`src/hdl/u8ns_pkg.sv`:
```
`timescale 1ns / 1ps
// ----------------------------------------------------------------------------
// u8ns_pkg: shared types and constants for the utf-8 name sanitizer
// Word layouts of both channels, the run descriptor passed from front to back,
// and the byte-class constants.
// ----------------------------------------------------------------------------
package u8ns_pkg;

  localparam int QDEPTH = 4;
  localparam int QAW    = $clog2(QDEPTH);

  localparam logic [6:0] QMARK       = 7'h3F;
  localparam logic [7:0] PRINT_LO    = 8'h20;
  localparam logic [7:0] PRINT_HI    = 8'h7F;
  localparam logic [7:0] CONT_MASK   = 8'hC0;
  localparam logic [7:0] CONT_VAL    = 8'h80;
  localparam logic [7:0] LEAD2_MASK  = 8'hE0;
  localparam logic [7:0] LEAD2_VAL   = 8'hC0;
  localparam logic [7:0] LEAD2_MIN   = 8'hC2;
  localparam logic [7:0] LEAD3_MASK  = 8'hF0;
  localparam logic [7:0] LEAD3_VAL   = 8'hE0;
  localparam logic [7:0] LEAD4_MASK  = 8'hF8;
  localparam logic [7:0] LEAD4_VAL   = 8'hF0;
  localparam logic [7:0] LEAD4_MAX   = 8'hF4;

  typedef struct packed {
    logic [7:0] in_byte;
    logic       name_last;
  } in_word_t;

  typedef struct packed {
    logic [6:0] out_char;
    logic       run_last;
    logic       name_end;
  } out_word_t;

  // one input byte's results: cnt words, all '?' but the last, which is chr
  typedef struct packed {
    logic [2:0] cnt;
    logic [6:0] chr;
    logic       name_end;
  } run_t;

  function automatic logic [2:0] lead_length(input logic [7:0] b);
    logic [2:0] len;
    len = 3'd1;
    if ((b & LEAD2_MASK) == LEAD2_VAL && b >= LEAD2_MIN) begin
      len = 3'd2;
    end else if ((b & LEAD3_MASK) == LEAD3_VAL) begin
      len = 3'd3;
    end else if ((b & LEAD4_MASK) == LEAD4_VAL && b <= LEAD4_MAX) begin
      len = 3'd4;
    end
    return len;
  endfunction

endpackage

```
`src/hdl/u8ns_front.sv`:
```
`timescale 1ns / 1ps
// ----------------------------------------------------------------------------
// u8ns_front: byte classifier
// Tracks the open utf-8 sequence and turns each accepted byte that yields
// output into a run descriptor for the back end.
// ----------------------------------------------------------------------------
module u8ns_front (
  input  logic               clk,
  input  logic               rst_n,
  input  logic               acc,
  input  u8ns_pkg::in_word_t in_data,
  output logic               run_valid,
  output u8ns_pkg::run_t     run
);

  logic [1:0] held_r, held_nxt;
  logic [2:0] exp_r, exp_nxt;
  logic [2:0] h;
  logic [2:0] n;
  logic [2:0] len;
  logic [6:0] chr;
  logic       fresh;
  logic       is_cont;
  logic       printable;
  logic [7:0] b;
  logic       last;

  assign b         = in_data.in_byte;
  assign last      = in_data.name_last;
  assign is_cont   = (b & u8ns_pkg::CONT_MASK) == u8ns_pkg::CONT_VAL;
  assign printable = b >= u8ns_pkg::PRINT_LO && b < u8ns_pkg::PRINT_HI;
  assign len       = u8ns_pkg::lead_length(b);
  assign h         = {1'b0, held_r} + 3'd1;

  always_comb begin
    n        = 3'd0;
    chr      = u8ns_pkg::QMARK;
    held_nxt = held_r;
    exp_nxt  = exp_r;
    fresh    = 1'b1;
    if (held_r != 2'd0) begin
      if (is_cont) begin
        fresh = 1'b0;
        if (h >= exp_r) begin
          n        = 3'd1;
          held_nxt = 2'd0;
          exp_nxt  = 3'd0;
        end else if (last) begin
          n        = h;
          held_nxt = 2'd0;
          exp_nxt  = 3'd0;
        end else begin
          held_nxt = h[1:0];
        end
      end else begin
        // broken sequence: one '?' per held byte
        n        = {1'b0, held_r};
        held_nxt = 2'd0;
        exp_nxt  = 3'd0;
      end
    end
    if (fresh) begin
      if (printable) begin
        n   = n + 3'd1;
        chr = b[6:0];
      end else if (len > 3'd1 && !last) begin
        held_nxt = 2'd1;
        exp_nxt  = len;
      end else begin
        n = n + 3'd1;
      end
    end
  end

  assign run_valid    = acc && n != 3'd0;
  assign run.cnt      = n;
  assign run.chr      = chr;
  assign run.name_end = last;

  always_ff @(posedge clk) begin
    if (!rst_n) begin
      held_r <= 2'd0;
      exp_r  <= 3'd0;
    end else if (acc) begin
      held_r <= held_nxt;
      exp_r  <= exp_nxt;
    end
  end

endmodule

```
`src/hdl/u8ns_queue.sv`:
```
`timescale 1ns / 1ps
// ----------------------------------------------------------------------------
// u8ns_queue: run descriptor queue
// Small first-in first-out buffer between classifier and emitter.
// ----------------------------------------------------------------------------
module u8ns_queue (
  input  logic           clk,
  input  logic           rst_n,
  input  logic           wr,
  input  u8ns_pkg::run_t wr_data,
  input  logic           rd,
  output u8ns_pkg::run_t head,
  output logic           q_empty,
  output logic           q_full
);

  u8ns_pkg::run_t              mem_r [u8ns_pkg::QDEPTH];
  logic [u8ns_pkg::QAW-1:0]    wp_r, rp_r;
  logic [u8ns_pkg::QAW:0]      cnt_r;

  assign head    = mem_r[rp_r];
  assign q_empty = cnt_r == '0;
  assign q_full  = cnt_r == (u8ns_pkg::QAW+1)'(u8ns_pkg::QDEPTH);

  always_ff @(posedge clk) begin
    if (wr) begin
      mem_r[wp_r] <= wr_data;
    end
  end

  always_ff @(posedge clk) begin
    if (!rst_n) begin
      wp_r  <= '0;
      rp_r  <= '0;
      cnt_r <= '0;
    end else begin
      if (wr) begin
        wp_r <= wp_r + 1'b1;
      end
      if (rd) begin
        rp_r <= rp_r + 1'b1;
      end
      if (wr && !rd) begin
        cnt_r <= cnt_r + 1'b1;
      end else if (rd && !wr) begin
        cnt_r <= cnt_r - 1'b1;
      end
    end
  end

endmodule

```
`src/hdl/u8ns_back.sv`:
```
`timescale 1ns / 1ps
// ----------------------------------------------------------------------------
// u8ns_back: result emitter
// Expands the head run descriptor into words in the output register, one per
// cycle while that register is empty or being popped.
// ----------------------------------------------------------------------------
module u8ns_back (
  input  logic                clk,
  input  logic                rst_n,
  input  u8ns_pkg::run_t      head,
  input  logic                q_empty,
  output logic                q_rd,
  input  logic                pop,
  output logic                empty,
  output u8ns_pkg::out_word_t out_data
);

  logic                out_valid_r;
  u8ns_pkg::out_word_t out_data_r;
  logic [1:0]          idx_r;
  logic                take;
  logic                emit;
  logic                is_last;

  assign take    = !out_valid_r || pop;
  assign emit    = take && !q_empty;
  assign is_last = ({1'b0, idx_r} + 3'd1) == head.cnt;
  assign q_rd    = emit && is_last;

  assign empty    = !out_valid_r;
  assign out_data = out_data_r;

  always_ff @(posedge clk) begin
    if (emit) begin
      out_data_r.out_char <= is_last ? head.chr : u8ns_pkg::QMARK;
      out_data_r.run_last <= is_last;
      out_data_r.name_end <= is_last && head.name_end;
    end
  end

  always_ff @(posedge clk) begin
    if (!rst_n) begin
      out_valid_r <= 1'b0;
      idx_r       <= 2'd0;
    end else begin
      if (emit) begin
        out_valid_r <= 1'b1;
        idx_r       <= is_last ? 2'd0 : idx_r + 2'd1;
      end else if (pop) begin
        out_valid_r <= 1'b0;
      end
    end
  end

endmodule

```
`src/hdl/utf8_name_sanitizer.sv`:
```
`timescale 1ns / 1ps
// ----------------------------------------------------------------------------
// utf8_name_sanitizer: folds name bytes into printable characters
// Printable ascii passes; a complete utf-8 sequence or any bad byte becomes '?'.
// ----------------------------------------------------------------------------
// one byte is taken per cycle while the four-entry run queue has room; each
// byte yields zero to four words, and the emitter sends one word per cycle
// while its output is free or popped, so a multi-word byte holds the output
// side until all its words are sent; the input stalls only once the queue fills.
module utf8_name_sanitizer (
  input  logic                clk,
  input  logic                rst_n,
  input  logic                push,
  output logic                full,
  input  u8ns_pkg::in_word_t  in_data,
  input  logic                pop,
  output logic                empty,
  output u8ns_pkg::out_word_t out_data
);

  logic           acc;
  logic           run_valid;
  u8ns_pkg::run_t run;
  u8ns_pkg::run_t head;
  logic           q_empty;
  logic           q_full;
  logic           q_rd;

  assign full = q_full;
  assign acc  = push && !q_full;

  u8ns_front u_front (
    .clk       (clk),
    .rst_n     (rst_n),
    .acc       (acc),
    .in_data   (in_data),
    .run_valid (run_valid),
    .run       (run)
  );

  u8ns_queue u_queue (
    .clk     (clk),
    .rst_n   (rst_n),
    .wr      (run_valid),
    .wr_data (run),
    .rd      (q_rd),
    .head    (head),
    .q_empty (q_empty),
    .q_full  (q_full)
  );

  u8ns_back u_back (
    .clk      (clk),
    .rst_n    (rst_n),
    .head     (head),
    .q_empty  (q_empty),
    .q_rd     (q_rd),
    .pop      (pop),
    .empty    (empty),
    .out_data (out_data)
  );

endmodule
```
`config.mk`:
```
export PLATFORM = sky130hd
export DESIGN_NAME = utf8_name_sanitizer
export DESIGN_NICKNAME = d
export VERILOG_FILES = /design/src/hdl/u8ns_pkg.sv /design/src/hdl/u8ns_front.sv /design/src/hdl/u8ns_queue.sv /design/src/hdl/u8ns_back.sv /design/src/hdl/utf8_name_sanitizer.sv
export SDC_FILE = /design/constraint.sdc
export NUM_CORES = 1
export LEC_CHECK = 0
export CAP_MARGIN = 10
export CORE_MARGIN = 5
export CORE_UTILIZATION = 62
export DETAILED_ROUTE_END_ITERATION = 7
export DONT_BUFFER_PORTS = 1
export GPL_TIMING_DRIVEN = 0
export PLACE_DENSITY = 0.78
export REMOVE_ABC_BUFFERS = 1
export SKIP_LAST_GASP = 1
export SLEW_MARGIN = 10
export SYNTH_ARGS = -nofsm -noshare
export SYNTH_HDL_FRONTEND = slang
export SYNTH_SLANG_ARGS = --single-unit
```
`constraint.sdc`:
```
create_clock -name clk -period 3.9 [get_ports clk]
set_input_delay 0.39 -clock clk [delete_from_list [all_inputs] [get_ports clk]]
set_output_delay 0.39 -clock clk [all_outputs]
set_load 0.02 [all_outputs]
```
==> results.md <==
* Status: completed
* ANT nets after route at 0
* Syn Inst Count at 224
* Final worst path period share at 93.5%
* Reg2Reg Depth at 16
* Critical Path End Type: register
* First-pass detailed-route iteration total at 4
* CTS clk-pin slew, worst paths at 0.07 ns
* RSZ-0062 raised after global routing: false
* Die area at 0.00661 mm²
* FMAX at 274 MHz
* Slowest-stage cell, CP: dfxtp_2
* Nets at 259
* Clock sinks at 70
* Die H at 81.3 µm
* Utilization after layout at 68.9%
* Pins Over Slew Limit at 0
* Top post-synthesis cells by count: 53 x edfxtp_1, 17 x dfxtp_1, 17 x nand2_1
* CORE AREA at 0.00501 mm²
* All-Layer GR Usage at 17.8%
* Worst hold margin at 0.149 ns
* Port bufs at 0
* Cells after DPL at 290
* Share of the synthesized area in the top cell type at 50.5%
* Area occupied by multi-input gates at 0.00116 mm²
* Antenna fix cells at 0
* Grt total ovfl at 0
* RePlAce Congestion at 0.872
* Largest net degree at the start of global routing at 15
* Power Density at 633 mW/mm²
* Rows at 26
* Critical Path AT at 3.91 ns
* Clock buffer depth at 2
* Max-cap viol count at 0
* Area contributors post-synth: edfxtp_1 51%, dfxtp_1 11%, mux4_1 7.5%, ha_1 4.8%, or2_2 2.4%
* CTS buffer count at 9
* Area grow syn2layout at 9.53%
* Top cell by count, worst path: ha_1
* CTS tree: yes
* WP data required at 4.16 ns
* Root Driver: clkbuf_8
* Final cell count without fillers at 308
* Reg2Reg Launch Point: u_front.held_r[0]$_SDFFE_PN0P_
* Reg2reg setup slack at 0.25 ns
* Wire per inst at 16.5 µm
* Initial core utilization at 62.9%
* Worst hold endpoint: u_queue.mem_r[1][0]$_DFFE_PP_
* Clk_lat worst skew at 0.33 ns
* CTS Hold Bufs at 0
* Dpl hpwl at 3.60 mm
* Vias in the first global route at 1738
* DR DRC count at 0
* Hold crit path type: primary input to register
* Critical Path, Cell by Cell: inv_1 -> ha_1 -> ha_1 -> nand2_1 -> o21a_1 -> a221oi_4 -> ha_1 -> nor2_1 -> a31o_2 -> a21oi_4 -> ha_1 -> inv_1 -> fa_1 -> xor2_1 -> or3_1 -> a21oi_1
* First-pass GRT wire length at 8.42 mm
* Max_slew headroom at 51.7%
* Final Hold Vio Count at 0
* Post-synth cell types at 41
* Dominant cell type by area after synthesis: edfxtp_1
* Peak supply drop at 0.000406 V
* H-Tree Depth at 3
* TNS Setup at 0 ns
* R2r endpoint: u_queue.cnt_r[2]$_SDFFE_PN0P_
* Placement Setup Slack at -0.127 ns
* Vias/cell at 5.72
* Critical path peak fanout at 5
* Ports at 24
* FF+latch count, synth at 70
* Yosys warning total at 0
* Synthesized area at 0.00315 mm²
* Static Leak at 1.18 nW
* Reg area at 0.00193 mm²
* CP max stage delay at 0.37 ns
* Final Skew at 0.00994 ns
* Slack of the critical path at 0.255 ns
* Share of layout cells above drive strength 1 at 14.3%
* CP Launch Type: register
* # setup viols final at 0
* Via Count at 1762
* Crit Path Class: register to register
* Main flop type after synthesis: edfxtp_1
* Final min period at 3.65 ns
* Initial antenna violation count at 0
* Sequential element share of the synthesized area at 61.3%
* Final Routed Wirelength at 5.07 mm
* DRT iter0 DRCs at 132
* Die Width at 81.3 µm
* Actual slew at the worst max-slew pin at 0.723 ns
* Min-delay src: in_data[0]
* Async SR Flop Fraction at 0%
* Most frequent cell after synthesis: edfxtp_1
* Hold Path Depth at 0
* # fillers at 350
* Mapped Avg Cell Area at 14.1 µm²
* Post-synth EDFFs at 53
==> stage by stage <==
stage | total power (W) | instance area, µm²
3_5_place_dp | 0.00161 | 3210
4_1_cts | 0.00220 | 3430
5_1_grt | 0.00231 | 3450
2_1_floorplan | 0.00149 | 3130
3_3_place_gp | 0.00158 | 3210
6_report | 0.00218 | 3450
==> kinds of logic (layout without fill, tap and decap cells) <==
kind of cell	after synthesis	after routing	synth area share (%)
simple gates	71	71	11.5
mux	15	15	10.2
buf+inv	17	31	2.34
flops	70	70	61.3
fa+ha+maj	13	13	5.40
xor+xnor	7	7	2.42
compound gates	31	31	6.75
==> routing by layer <==
| metal | wire length [µm] | track usage (%) | part of all wire, % |
|---|---|---|---|
| met3 | 218 | 4.88 | 4.3 |
| met5 | 0 | 0 | 0 |
| met1 | 2270 | 21.9 | 45 |
| met2 | 2500 | 29.3 | 49 |
| met4 | 87 | 8.11 | 1.7 |
==> cells in the final DEF (no fill, tap or decap), types with 2 or more instances in the layout <==
cell / Yosys / layout
nand2_1: 17 / 17
xnor2_2: 2 / 2
or2_2: 12 / 12
mux2i_1: 3 / 3
a32oi_1: 2 / 2
dfxtp_1: 17 / 16
clkbuf_8: 0 / 9
or3_1: 3 / 3
a31oi_1: 2 / 2
nor3_1: 3 / 3
nor3b_1: 2 / 2
nand2b_1: 2 / 2
o21ai_0: 3 / 2
a21o_1: 3 / 3
inv_1: 13 / 13
nor2b_1: 4 / 4
xor2_1: 5 / 5
edfxtp_1: 53 / 53
buf_4: 0 / 2
ha_1: 12 / 12
clkinv_1: 0 / 5
nand4_1: 5 / 5
mux4_2: 2 / 2
nor2_1: 14 / 14
and2_1: 4 / 4
bufinv_16: 0 / 2
a21oi_1: 10 / 10
nand3_1: 3 / 3
mux4_1: 9 / 9
o21a_1: 2 / 2
o21bai_1: 2 / 2
==> layout make-up <==
cell class	instances	area share [%]
Clock buffer	9	3.59
Clock inverter	7	2.28
Inverter	13	1.41
Multi-Input combinational cell	137	33.7
Sequential cell	70	56.0
Tap cell	70	2.54
Timing Repair Buffer	2	0.435
==> flip-flops by register name (all words and copies together), names as in the netlist, named ones only <==
register            flops
u_queue.mem_r          44
u_back.out_data         9
u_front.exp_r           3
u_queue.cnt_r           3
u_back.idx_r            2
u_front.held_r          2
u_queue.rp_r            2
u_queue.wp_r            2
u_back.out_valid_r      1
==> worst max-delay path by stage <==
stage / end / from / slack [ns]
5_1_grt: u_queue.cnt_r[2]$_SDFFE_PN0P_ / u_front.held_r[0]$_SDFFE_PN0P_ / 0.007
6_report: u_queue.cnt_r[2]$_SDFFE_PN0P_ / u_front.held_r[0]$_SDFFE_PN0P_ / 0.25
2_1_floorplan: u_queue.cnt_r[2]$_SDFFE_PN0P_ / u_front.held_r[0]$_SDFFE_PN0P_ / 0.27
4_1_cts: u_queue.cnt_r[2]$_SDFFE_PN0P_ / u_front.held_r[0]$_SDFFE_PN0P_ / 0.002
3_3_place_gp: u_queue.cnt_r[2]$_SDFFE_PN0P_ / u_front.held_r[0]$_SDFFE_PN0P_ / -0.05
3_5_place_dp: u_queue.cnt_r[2]$_SDFFE_PN0P_ / u_front.held_r[0]$_SDFFE_PN0P_ / -0.13
==> worst max-delay path, delay by kind of cell, from the launching register on <==
family / cells / cell delay [ns]
and+or+nand+nor: 3 / 0.41
xor gates and xnor gates: 1 / 0.18
adders and majority gates: 5 / 1.42
AOI/OAI and AO/OA: 5 / 1.03
DFF: 1 / 0.37
buffers and inverters: 2 / 0.16
==> report_power, final <==
part | total (W) | leakage (nW) | internal, W | switching [W]
Sequential | 0.00108 | 0.605 | 0.000958 | 0.000121
Combinational | 0.000510 | 0.472 | 0.000231 | 0.000279
Clock | 0.000594 | 0.101 | 0.000349 | 0.000245
Total | 0.00218 | 1.18 | 0.00154 | 0.000646
==> timing repair <==
action                     CTS  global route
gates cloned                 0             0
hold endpoints to repair     0             0
pin swaps                    0             1
gates resized for setup      3             1
setup endpoints to repair    1             1
setup buffers                0             2
(Power assumes the default switching activity.)
